File: src/sv/spq_pkg.sv
`default_nettype none

package spq_pkg;

  typedef enum logic [0:0] {
    FUNC_ENQ = 1'b0,
    FUNC_DEQ = 1'b1
  } func_e;

  typedef enum logic [1:0] {
    ST_OK    = 2'd0,
    ST_EMPTY = 2'd1,
    ST_FULL  = 2'd2
  } status_e;

  // Per-cycle command broadcast to every cell.
  typedef struct packed {
    logic enq;
    logic deq;
  } spq_ctrl_t;

endpackage

`default_nettype wire

File: src/sv/spq_if.sv
`default_nettype none

interface spq_req_if
  import spq_pkg::*;
#(
  parameter int PAYLOAD_BITS = 32,
  parameter int PRIO_BITS    = 8
);
  logic                    valid;
  logic                    ready;
  func_e                   func;
  logic [PAYLOAD_BITS-1:0] payload;
  logic [PRIO_BITS-1:0]    prio;

  modport source (output valid, output func, output payload, output prio, input ready);
  modport sink   (input valid, input func, input payload, input prio, output ready);
  modport monitor (input valid, input ready, input func, input payload, input prio);
endinterface

interface spq_rsp_if
  import spq_pkg::*;
#(
  parameter int PAYLOAD_BITS = 32,
  parameter int CNT_BITS     = 5
);
  logic                    valid;
  logic                    ready;
  logic [PAYLOAD_BITS-1:0] out_payload;
  status_e                 status;
  logic                    is_empty;
  logic [CNT_BITS-1:0]     entry_count;

  modport source (output valid, output out_payload, output status, output is_empty,
                  output entry_count, input ready);
  modport sink   (input valid, input out_payload, input status, input is_empty,
                  input entry_count, output ready);
  modport monitor (input valid, input ready, input out_payload, input status,
                   input is_empty, input entry_count);
endinterface

`default_nettype wire

File: src/sv/sorted_priority_queue.sv
`default_nettype none
// Sorted priority queue built as a row of DEPTH cells.
// Request channel req_i: func selects enqueue or dequeue; an enqueue carries
// payload and prio. Response channel rsp_o: one word per request with the
// dequeued payload (zero otherwise), status (ok, dequeue on empty, enqueue on
// full), is_empty and entry_count after the operation.
// Cell 0 holds the highest priority. On enqueue every cell compares its prio
// with the broadcast one: cells that stay keep their entry, the first cell
// that does not takes the new entry, and the ones behind it take their upper
// neighbor's entry. On dequeue every cell takes its lower neighbor's entry.
// Ties go behind stored entries, so equal priorities leave first in, first out.
// Response: the response word is registered and offered in the cycle after acceptance.
// Throughput: one request per cycle while the receiver takes responses; the whole
// row updates together, and the priority compare in each cell sets the cycle time.
// Receiver stall: the response register holds; req_i.ready drops until the
// held word is taken, so no word is lost.
// Reset: count and response valid clear; slot contents are don't-care until
// written and are only ever read below the count.
module sorted_priority_queue
  import spq_pkg::*;
#(
  parameter int DEPTH        = 16,
  parameter int PAYLOAD_BITS = 32,
  parameter int PRIO_BITS    = 8
) (
  input  wire        clk_i,
  input  wire        rst_ni,
  spq_req_if.sink    req_i,
  spq_rsp_if.source  rsp_o
);

  localparam int CNT_W = $clog2(DEPTH + 1);

  logic [CNT_W-1:0] cnt_q, cnt_d;
  logic             accept, is_deq, full, empty;
  spq_ctrl_t        ctrl;

  logic [PRIO_BITS-1:0]    prio_w    [DEPTH];
  logic [PAYLOAD_BITS-1:0] payload_w [DEPTH];
  logic [DEPTH-1:0]        stays_w;

  // response register
  logic                    rsp_valid_q;
  logic [PAYLOAD_BITS-1:0] rsp_payload_q, rsp_payload_d;
  status_e                 rsp_status_q, rsp_status_d;
  logic                    rsp_empty_q;
  logic [CNT_W-1:0]        rsp_count_q;

  // Take a new word whenever the response slot is free or being drained.
  assign req_i.ready = !rsp_valid_q || rsp_o.ready;
  assign accept      = req_i.valid && req_i.ready;
  assign is_deq      = (req_i.func == FUNC_DEQ);
  assign full        = (cnt_q == CNT_W'(DEPTH));
  assign empty       = (cnt_q == '0);

  assign ctrl.enq = accept && !is_deq && !full;
  assign ctrl.deq = accept && is_deq && !empty;

  always_comb begin
    cnt_d = cnt_q;
    if (ctrl.enq) begin
      cnt_d = cnt_q + CNT_W'(1);
    end else if (ctrl.deq) begin
      cnt_d = cnt_q - CNT_W'(1);
    end
  end

  always_comb begin
    rsp_payload_d = '0;
    rsp_status_d  = ST_OK;
    if (is_deq) begin
      if (empty) begin
        rsp_status_d = ST_EMPTY;
      end else begin
        rsp_payload_d = payload_w[0];
      end
    end else if (full) begin
      rsp_status_d = ST_FULL;
    end
  end

  for (genvar i = 0; i < DEPTH; i++) begin : g_cell
    logic                    prev_stays;
    logic [PRIO_BITS-1:0]    prev_prio, next_prio;
    logic [PAYLOAD_BITS-1:0] prev_payload, next_payload;

    if (i == 0) begin : g_head
      assign prev_stays   = 1'b0;
      assign prev_prio    = req_i.prio;
      assign prev_payload = req_i.payload;
    end else begin : g_body
      assign prev_stays   = stays_w[i-1];
      assign prev_prio    = prio_w[i-1];
      assign prev_payload = payload_w[i-1];
    end

    if (i == DEPTH - 1) begin : g_tail
      // Slot past the end is empty; contents are don't-care.
      assign next_prio    = prio_w[i];
      assign next_payload = payload_w[i];
    end else begin : g_mid
      assign next_prio    = prio_w[i+1];
      assign next_payload = payload_w[i+1];
    end

    spq_cell #(
      .PAYLOAD_BITS (PAYLOAD_BITS),
      .PRIO_BITS    (PRIO_BITS)
    ) u_cell (
      .clk_i          (clk_i),
      .ctrl_i         (ctrl),
      .occ_i          (CNT_W'(i) < cnt_q),
      .new_prio_i     (req_i.prio),
      .new_payload_i  (req_i.payload),
      .prev_stays_i   (prev_stays),
      .prev_prio_i    (prev_prio),
      .prev_payload_i (prev_payload),
      .next_prio_i    (next_prio),
      .next_payload_i (next_payload),
      .stays_o        (stays_w[i]),
      .prio_o         (prio_w[i]),
      .payload_o      (payload_w[i])
    );
  end

  always_ff @(posedge clk_i or negedge rst_ni) begin
    if (!rst_ni) begin
      cnt_q       <= '0;
      rsp_valid_q <= 1'b0;
    end else begin
      cnt_q <= cnt_d;
      if (accept) begin
        rsp_valid_q <= 1'b1;
      end else if (rsp_o.ready) begin
        rsp_valid_q <= 1'b0;
      end
    end
  end

  always_ff @(posedge clk_i) begin
    if (accept) begin
      rsp_payload_q <= rsp_payload_d;
      rsp_status_q  <= rsp_status_d;
      rsp_empty_q   <= (cnt_d == '0);
      rsp_count_q   <= cnt_d;
    end
  end

  assign rsp_o.valid       = rsp_valid_q;
  assign rsp_o.out_payload = rsp_payload_q;
  assign rsp_o.status      = rsp_status_q;
  assign rsp_o.is_empty    = rsp_empty_q;
  assign rsp_o.entry_count = rsp_count_q;

endmodule

`default_nettype wire

File: src/sv/spq_cell.sv
`default_nettype none

module spq_cell
  import spq_pkg::*;
#(
  parameter int PAYLOAD_BITS = 32,
  parameter int PRIO_BITS    = 8
) (
  input  wire                     clk_i,
  input  wire spq_ctrl_t          ctrl_i,
  input  wire                     occ_i,        // this slot holds an entry
  input  wire [PRIO_BITS-1:0]     new_prio_i,
  input  wire [PAYLOAD_BITS-1:0]  new_payload_i,
  input  wire                     prev_stays_i, // upstream neighbor keeps its entry
  input  wire [PRIO_BITS-1:0]     prev_prio_i,
  input  wire [PAYLOAD_BITS-1:0]  prev_payload_i,
  input  wire [PRIO_BITS-1:0]     next_prio_i,
  input  wire [PAYLOAD_BITS-1:0]  next_payload_i,
  output logic                    stays_o,
  output logic [PRIO_BITS-1:0]    prio_o,
  output logic [PAYLOAD_BITS-1:0] payload_o
);

  logic [PRIO_BITS-1:0]    prio_q, prio_d;
  logic [PAYLOAD_BITS-1:0] payload_q, payload_d;

  // Entry at or above the new priority stays put; ties keep arrival order.
  assign stays_o = occ_i && (prio_q >= new_prio_i);

  always_comb begin
    prio_d    = prio_q;
    payload_d = payload_q;
    if (ctrl_i.enq && !stays_o) begin
      if (prev_stays_i) begin
        prio_d    = new_prio_i;
        payload_d = new_payload_i;
      end else begin
        prio_d    = prev_prio_i;
        payload_d = prev_payload_i;
      end
    end else if (ctrl_i.deq) begin
      prio_d    = next_prio_i;
      payload_d = next_payload_i;
    end
  end

  always_ff @(posedge clk_i) begin
    prio_q    <= prio_d;
    payload_q <= payload_d;
  end

  assign prio_o    = prio_q;
  assign payload_o = payload_q;

endmodule

`default_nettype wire

File: src/flat_wrapper.sv
// flat-port wrapper written by rule: the top's interface ports become plain ports
module sorted_priority_queue_flat import spq_pkg::*;
#(
  parameter int DEPTH        = 16,
  parameter int PAYLOAD_BITS = 32,
  parameter int PRIO_BITS    = 8
)
  (clk_i, rst_ni, req_i_valid, req_i_func, req_i_payload, req_i_prio, req_i_ready, rsp_o_valid, rsp_o_out_payload, rsp_o_status, rsp_o_is_empty, rsp_o_entry_count, rsp_o_ready);
  spq_req_if #(.PAYLOAD_BITS(PAYLOAD_BITS), .PRIO_BITS(PRIO_BITS)) req_i_i ();
  spq_rsp_if #(.PAYLOAD_BITS(PAYLOAD_BITS), .CNT_BITS((5))) rsp_o_i ();
  input  wire clk_i;
  input  wire rst_ni;
  input wire logic [$bits(req_i_i.valid)-1:0] req_i_valid;
  input wire logic [$bits(req_i_i.func)-1:0] req_i_func;
  input wire logic [$bits(req_i_i.payload)-1:0] req_i_payload;
  input wire logic [$bits(req_i_i.prio)-1:0] req_i_prio;
  output wire logic [$bits(req_i_i.ready)-1:0] req_i_ready;
  output wire logic [$bits(rsp_o_i.valid)-1:0] rsp_o_valid;
  output wire logic [$bits(rsp_o_i.out_payload)-1:0] rsp_o_out_payload;
  output wire logic [$bits(rsp_o_i.status)-1:0] rsp_o_status;
  output wire logic [$bits(rsp_o_i.is_empty)-1:0] rsp_o_is_empty;
  output wire logic [$bits(rsp_o_i.entry_count)-1:0] rsp_o_entry_count;
  input wire logic [$bits(rsp_o_i.ready)-1:0] rsp_o_ready;
  assign req_i_i.valid = req_i_valid;
  assign req_i_i.func = req_i_func;
  assign req_i_i.payload = req_i_payload;
  assign req_i_i.prio = req_i_prio;
  assign req_i_ready = req_i_i.ready;
  assign rsp_o_valid = rsp_o_i.valid;
  assign rsp_o_out_payload = rsp_o_i.out_payload;
  assign rsp_o_status = rsp_o_i.status;
  assign rsp_o_is_empty = rsp_o_i.is_empty;
  assign rsp_o_entry_count = rsp_o_i.entry_count;
  assign rsp_o_i.ready = rsp_o_ready;
  sorted_priority_queue #(.DEPTH(DEPTH), .PAYLOAD_BITS(PAYLOAD_BITS), .PRIO_BITS(PRIO_BITS)) u_core (.clk_i(clk_i), .rst_ni(rst_ni), .req_i(req_i_i), .rsp_o(rsp_o_i));
endmodule
File: config.mk
export PLATFORM = sky130hd
export DESIGN_NAME = sorted_priority_queue_flat
export DESIGN_NICKNAME = d
export VERILOG_FILES = /design/src/sv/spq_pkg.sv /design/src/sv/spq_if.sv /design/src/sv/sorted_priority_queue.sv /design/src/sv/spq_cell.sv /design/src/flat_wrapper.sv
export SDC_FILE = /design/constraint.sdc
export NUM_CORES = 2
export LEC_CHECK = 0
export ABC_AREA = 1
export BUFFER_PORTS_ARGS = -buffer_cell sky130_fd_sc_hd__buf_2
export CORE_UTILIZATION = 34
export CTS_BUF_LIST = sky130_fd_sc_hd__clkbuf_16
export DETAILED_ROUTE_END_ITERATION = 8
export PLACE_DENSITY = 0.49
export SYNTH_ARGS = -nofsm -noshare
export SYNTH_HDL_FRONTEND = slang
export SYNTH_HIERARCHICAL = 1
export SYNTH_SLANG_ARGS = --single-unit
File: constraint.sdc
create_clock -name clk_i -period 2.9 [get_ports clk_i]
set_input_delay 0.145 -clock clk_i [delete_from_list [all_inputs] [get_ports clk_i]]
set_output_delay 0.145 -clock clk_i [all_outputs]
set_load 0.05 [all_outputs]
; Word level (Yosys, flattened, before mapping)
; Index checks and enable logic that the tools add are counted.
[totals]
output_inout_bits = 42
inputBits = 45
elab_cells = 248
regBits = 686
[op_classes]
n_eq_ne = 1
n_lt_le_gt_ge = 32
reduce_logical = 77
bitwise_logic = 1
n_mux = 97
add_sub_neg = 2
[ops]
columns = op, count
row1 = two-way mux 32 bit, 45
row2 = two-way mux 8 bit, 45
row3 = greater-or-equal comparator 8 bit, 16
row4 = less-than comparator 4 x 5 -> 1 bit (first input constant), 8
row5 = logical AND 1 bit, 37
row6 = nonzero test 2 bit, 16
row7 = logical NOT 1 bit, 20
row8 = less-than comparator 3 x 5 -> 1 bit (first input constant), 4
row9 = logical NOT 5 bit, 2
row10 = less-than comparator 1 x 5 -> 1 bit (first input constant), 2
row11 = less-than comparator 2 x 5 -> 1 bit (first input constant), 2
row12 = two-way mux 5 bit, 2
row13 = adder 5 x 1 -> 5 bit (second input constant), 1
row14 = == test 5 bit (second input constant), 1
row15 = subtractor 5 x 1 -> 5 bit (second input constant), 1
row16 = two-way mux 2 bit, 2
row17 = two-way mux 1 bit, 3
row18 = OR reduction 2 bit, 1
row19 = logical OR 1 bit, 1
row20 = inverter 1 bit, 1

; Logic depth before layout (Yosys ltp)
[depth]
word_depth = 8
mapped_depth = 16
depth_no_buf = 14

; Modules after synthesis
; Netlist, hierarchy kept.
[modules_own_cells]
columns = mod, area_per_inst_um2, cells_each, instances, seq_area_each_um2
row1 = spq_cell at u_core.g_cell[0].u_cell ..., 2534.9, 257, 9, 1201.2
row2 = spq_cell at u_core.g_cell[3].u_cell ..., 2539.9, 257, 7, 1201.2
row3 = sorted_priority_queue, 2143.3, 213, 1, 1351.3

; Worst setup path before layout
; OpenSTA, ideal clock, no wires.
[synth_timing]
path_kind = register to register
startpoint = register u_core.rsp_valid_q, in the netlist u_core/rsp_o.valid
endpoint = register u_core.g_cell[3].u_cell.payload_q[0] (enable)
setup_ns = 0.398
setup_slack_ns = -0.454
required_time_ns = 2.502
period_less_slack_ns = 3.354
n_path_buf = 2
stages_incl_launch_ff = 8
arrival_time_ns = 2.956
path_cell_list = dfrtp_1 > nand2_1 > nand3_1 > nor2_4 > clkbuf_1 > nand2_4 > buf_6 > nand2_1
[synth_rtl]
columns = item, line
row1 = from (decl), sorted_priority_queue.sv:43  ; logic rsp_valid_q;
row2 = from (signal assigned), sorted_priority_queue.sv:129  ; rsp_valid_q <= 1'b0;
row3 = from (signal assigned), sorted_priority_queue.sv:133  ; rsp_valid_q <= 1'b1;
row4 = from (signal assigned), sorted_priority_queue.sv:135  ; rsp_valid_q <= 1'b0;
row5 = to (signal assigned), spq_cell.sv:49  ; payload_q <= payload_d;
row6 = to (decl), spq_cell.sv:25  ; logic [PAYLOAD_BITS-1:0] payload_q, payload_d;

==> run_results.csv <==
group,metric,value,unit
grt,grt_pass1_wl,167300,um
power_and_ir_drop,cellLeakagePower,0.02026,uW
timing,fin_crit_sh,0.9233,
timing,slew_headroom,0.6031,
placed_design,hpwl,73310,um
floorplan,coreArea,124100,sq um
placed_design,dpl_cell_area,44910,sq um
timing,tns,0,ns
power_and_ir_drop,power_density,839.5,nW/um^2
grt,grt_max_degree,82,
timing,worst-slew-pin-transition,0.5954,ns
logic_synthesis,yosys_warnings,6,
grt,grt_overflow,0,
critical_path,end_kind,"register",
critical_path,worst-setup-path-type,"register to register",
critical_path,reg2reg_to,"u_core/g_cell[13].u_cell/prio_o[2]$_DFFE_PP_",
clocking,root_buffer,"clkbuf_16",
route,vias_per_cell,4.716,
critical_path,cp_slowest_stage_delay,0.50,ns
critical_path,r2r_slack,0.22,ns
critical_path,cp.required,3.17,ns
grt,grt_pass1_vias,29610,
critical_path,crit_start,"u_core/cnt_q[0]$_DFF_PN0_",
cells_and_area,final_cell_area,47440,sq um
route,vias,28390,
clocking,clock_path_buffers,3,
critical_path,cp_top_family,"simple AND/OR/NAND/NOR gates",
cells_and_area,nets,4506,
critical_path,r2r-start,"u_core/cnt_q[0]$_DFF_PN0_",
route,wl,100500,um
power_and_ir_drop,peakVddDrop,0.4774,mV
timing,fin_crit,2.678,ns
route,firstDrtPassIters,5,
floorplan,start_util,0.3443,
logic_synthesis,synth_cells,4324,
floorplan,io_pins,87,
critical_path,crit_slowest_cell,"dfrtp_1",
clocking,cts.clk_slew.worst_paths,0.05,ns
timing,fin_skew,0.03187,ns
clocking,clk_latency,0.65,ns
floorplan,die_w,356.5,um
timing,setup-violations-final,0,
route,first_iter_violations,1986,
placed_design,portBuffers,86,
floorplan,rows,129,
logic_synthesis,avgSynthCellArea,9.883,sq um
hold_path,min_path_cells,4,
cells_and_area,synthToLayoutAreaGrowth,11.01,%
timing,maxClockFrequency,373.5,MHz
run,max_cap_violations,0,
critical_path,path_cells,"inv_1 -> ha_1 -> nand2_2 -> nor2_4 -> nor2_4 -> buf_12 -> nand2_4 -> nand2_4",
route,wl_per_cell,16.69,um
clocking,cts-buffers-inserted,82,
timing,drv_slew,0,
cells_and_area,antenna_cells,0,
route,ant_nets,0,
clocking,cts.sinks,686,
cells_and_area,multiInputGateArea,19530,sq um
placed_design,place_congestion,0.7598,
critical_path,start_kind,"register",
clocking,htree_levels,3,
floorplan,die_y,356.5,um
hold_path,holdPathEnd,"u_core/g_cell[13].u_cell/prio_o[2]$_DFFE_PP_",
grt,grt_antenna_before_repair,0,
cells_and_area,regArea,20570,sq um
grt,grt_usage,0.1597,
cells_and_area,drive_above_1_share,0.2673,
logic_synthesis,synth_area,42730,sq um
timing,rsz0062_at_grt,"false",
hold_path,hp-class,"input port to register",
critical_path,worst-r2r-cell-count,8,
timing,hold_violations,0,
critical_path,crit_arrival,2.95,ns
critical_path,path_max_fanout,44,
hold_path,holdCritStartpoint,"req_i_prio[2]",
critical_path,worstSetupPathDepth,8,
cells_and_area,fillers,12450,
floorplan,dieArea,127100,sq um
route,route.detailed.drc,0,
critical_path,worstPathBufferInverterCount,2,
clocking,cts_tree,"built",
clocking,postCtsResizedCells,0,
run_status,status,"completed",
flip-flops by register name, summed over array words and instances (netlist names):
name / flops
u_core/rsp_o.status: 2
u_core/g_cell.u_cell/payload_o: 512
u_core/rsp_o.valid: 1
u_core/rsp_o.is_empty: 1
u_core/cnt_q: 5
u_core/g_cell.u_cell/prio_o: 128
u_core/rsp_o.out_payload: 32
u_core/rsp_o.entry_count: 5
cell usage in the layout (no fill, tap or decap), drive strengths merged, types with 3 or more instances in the layout:
cell	instances
o21ai	6
mux2	640
nand3	667
nand2	1494
a21o	16
bufinv	3
ha	132
nand4	18
inv	276
clkbuf	83
clkinv	33
dfrtp	6
conb	4
buf	190
dlygate4sd3	6
nor2	91
a21oi	33
edfxtp	680
power breakdown:
group | internal, uW | leakage, uW | switching, uW
registers | 14100 | 0.00651 | 1330
clock network | 5450 | 0.00128 | 4200
logic | 6320 | 0.0125 | 8380
repair_timing:
action | in CTS | in global routing
hold endpoints to repair | 11 | 0
setup buffers | 0 | 0
hold buffers | 6 | 0
worst max path at each step:
stage / endpoint / slack [ns]
after CTS: u_core/g_cell[13].u_cell/prio_o[2]$_DFFE_PP_ / 0.19
after floorplan: u_core/rsp_o.is_empty$_DFFE_PN_ / 0.15
after global routing: u_core/g_cell[6].u_cell/payload_o[19]$_DFFE_PP_ / 0.02
after detailed placement: u_core/g_cell[13].u_cell/payload_o[11]$_DFFE_PP_ / 0.18
final: u_core/g_cell[13].u_cell/prio_o[2]$_DFFE_PP_ / 0.22
after global placement: u_core/g_cell[13].u_cell/payload_o[9]$_DFFE_PP_ / 0.21
layer usage:
| layer | up-vias | wire [um] | GRT usage |
|---|---|---|---|
| met3 | 115 | 3855 | 0.02046 |
| met2 | 487 | 42480 | 0.2426 |
| met4 | 0 | 1723 | 0.03811 |
| met5 | - | 0 | 0 |
| li1 | 14800 | - | - |
| met1 | 12990 | 52420 | 0.2389 |
tightest hold or removal path: stages:
cell and delay [ns]:
buf_2 0.20, mux2_2 0.19, nand3_1 0.07, nand2_1 0.06
metrics by stage:
| stage | hold slack, ns | worst slack [ns] | cells | total power (uW) | utilization |
|---|---|---|---|---|---|
| after floorplan | -0.1506 | 0.1464 | 4327 | 26930 | - |
| after global placement | -0.01736 | 0.2141 | 5876 | 30250 | 0.3618 |
| after detailed placement | -0.01442 | 0.1768 | 5876 | 30450 | 0.3618 |
| after CTS | 0.1008 | 0.1871 | 6021 | 40350 | 0.3822 |
| after global routing | 0.1582 | 0.01714 | 6021 | 42540 | 0.3822 |
| final | 0.1332 | 0.2224 | 6021 | 39830 | 0.3822 |
area by class of cell:
type | count | share of cell area
Sequential cell | 686 | 0.4336
Inverter | 257 | 0.02052
Timing Repair Buffer | 196 | 0.03893
Multi-Input combinational cell | 3106 | 0.4117
Clock inverter | 56 | 0.008308
Clock buffer | 83 | 0.04378
Tap cell | 1637 | 0.04317
(Power assumes the default switching activity.)
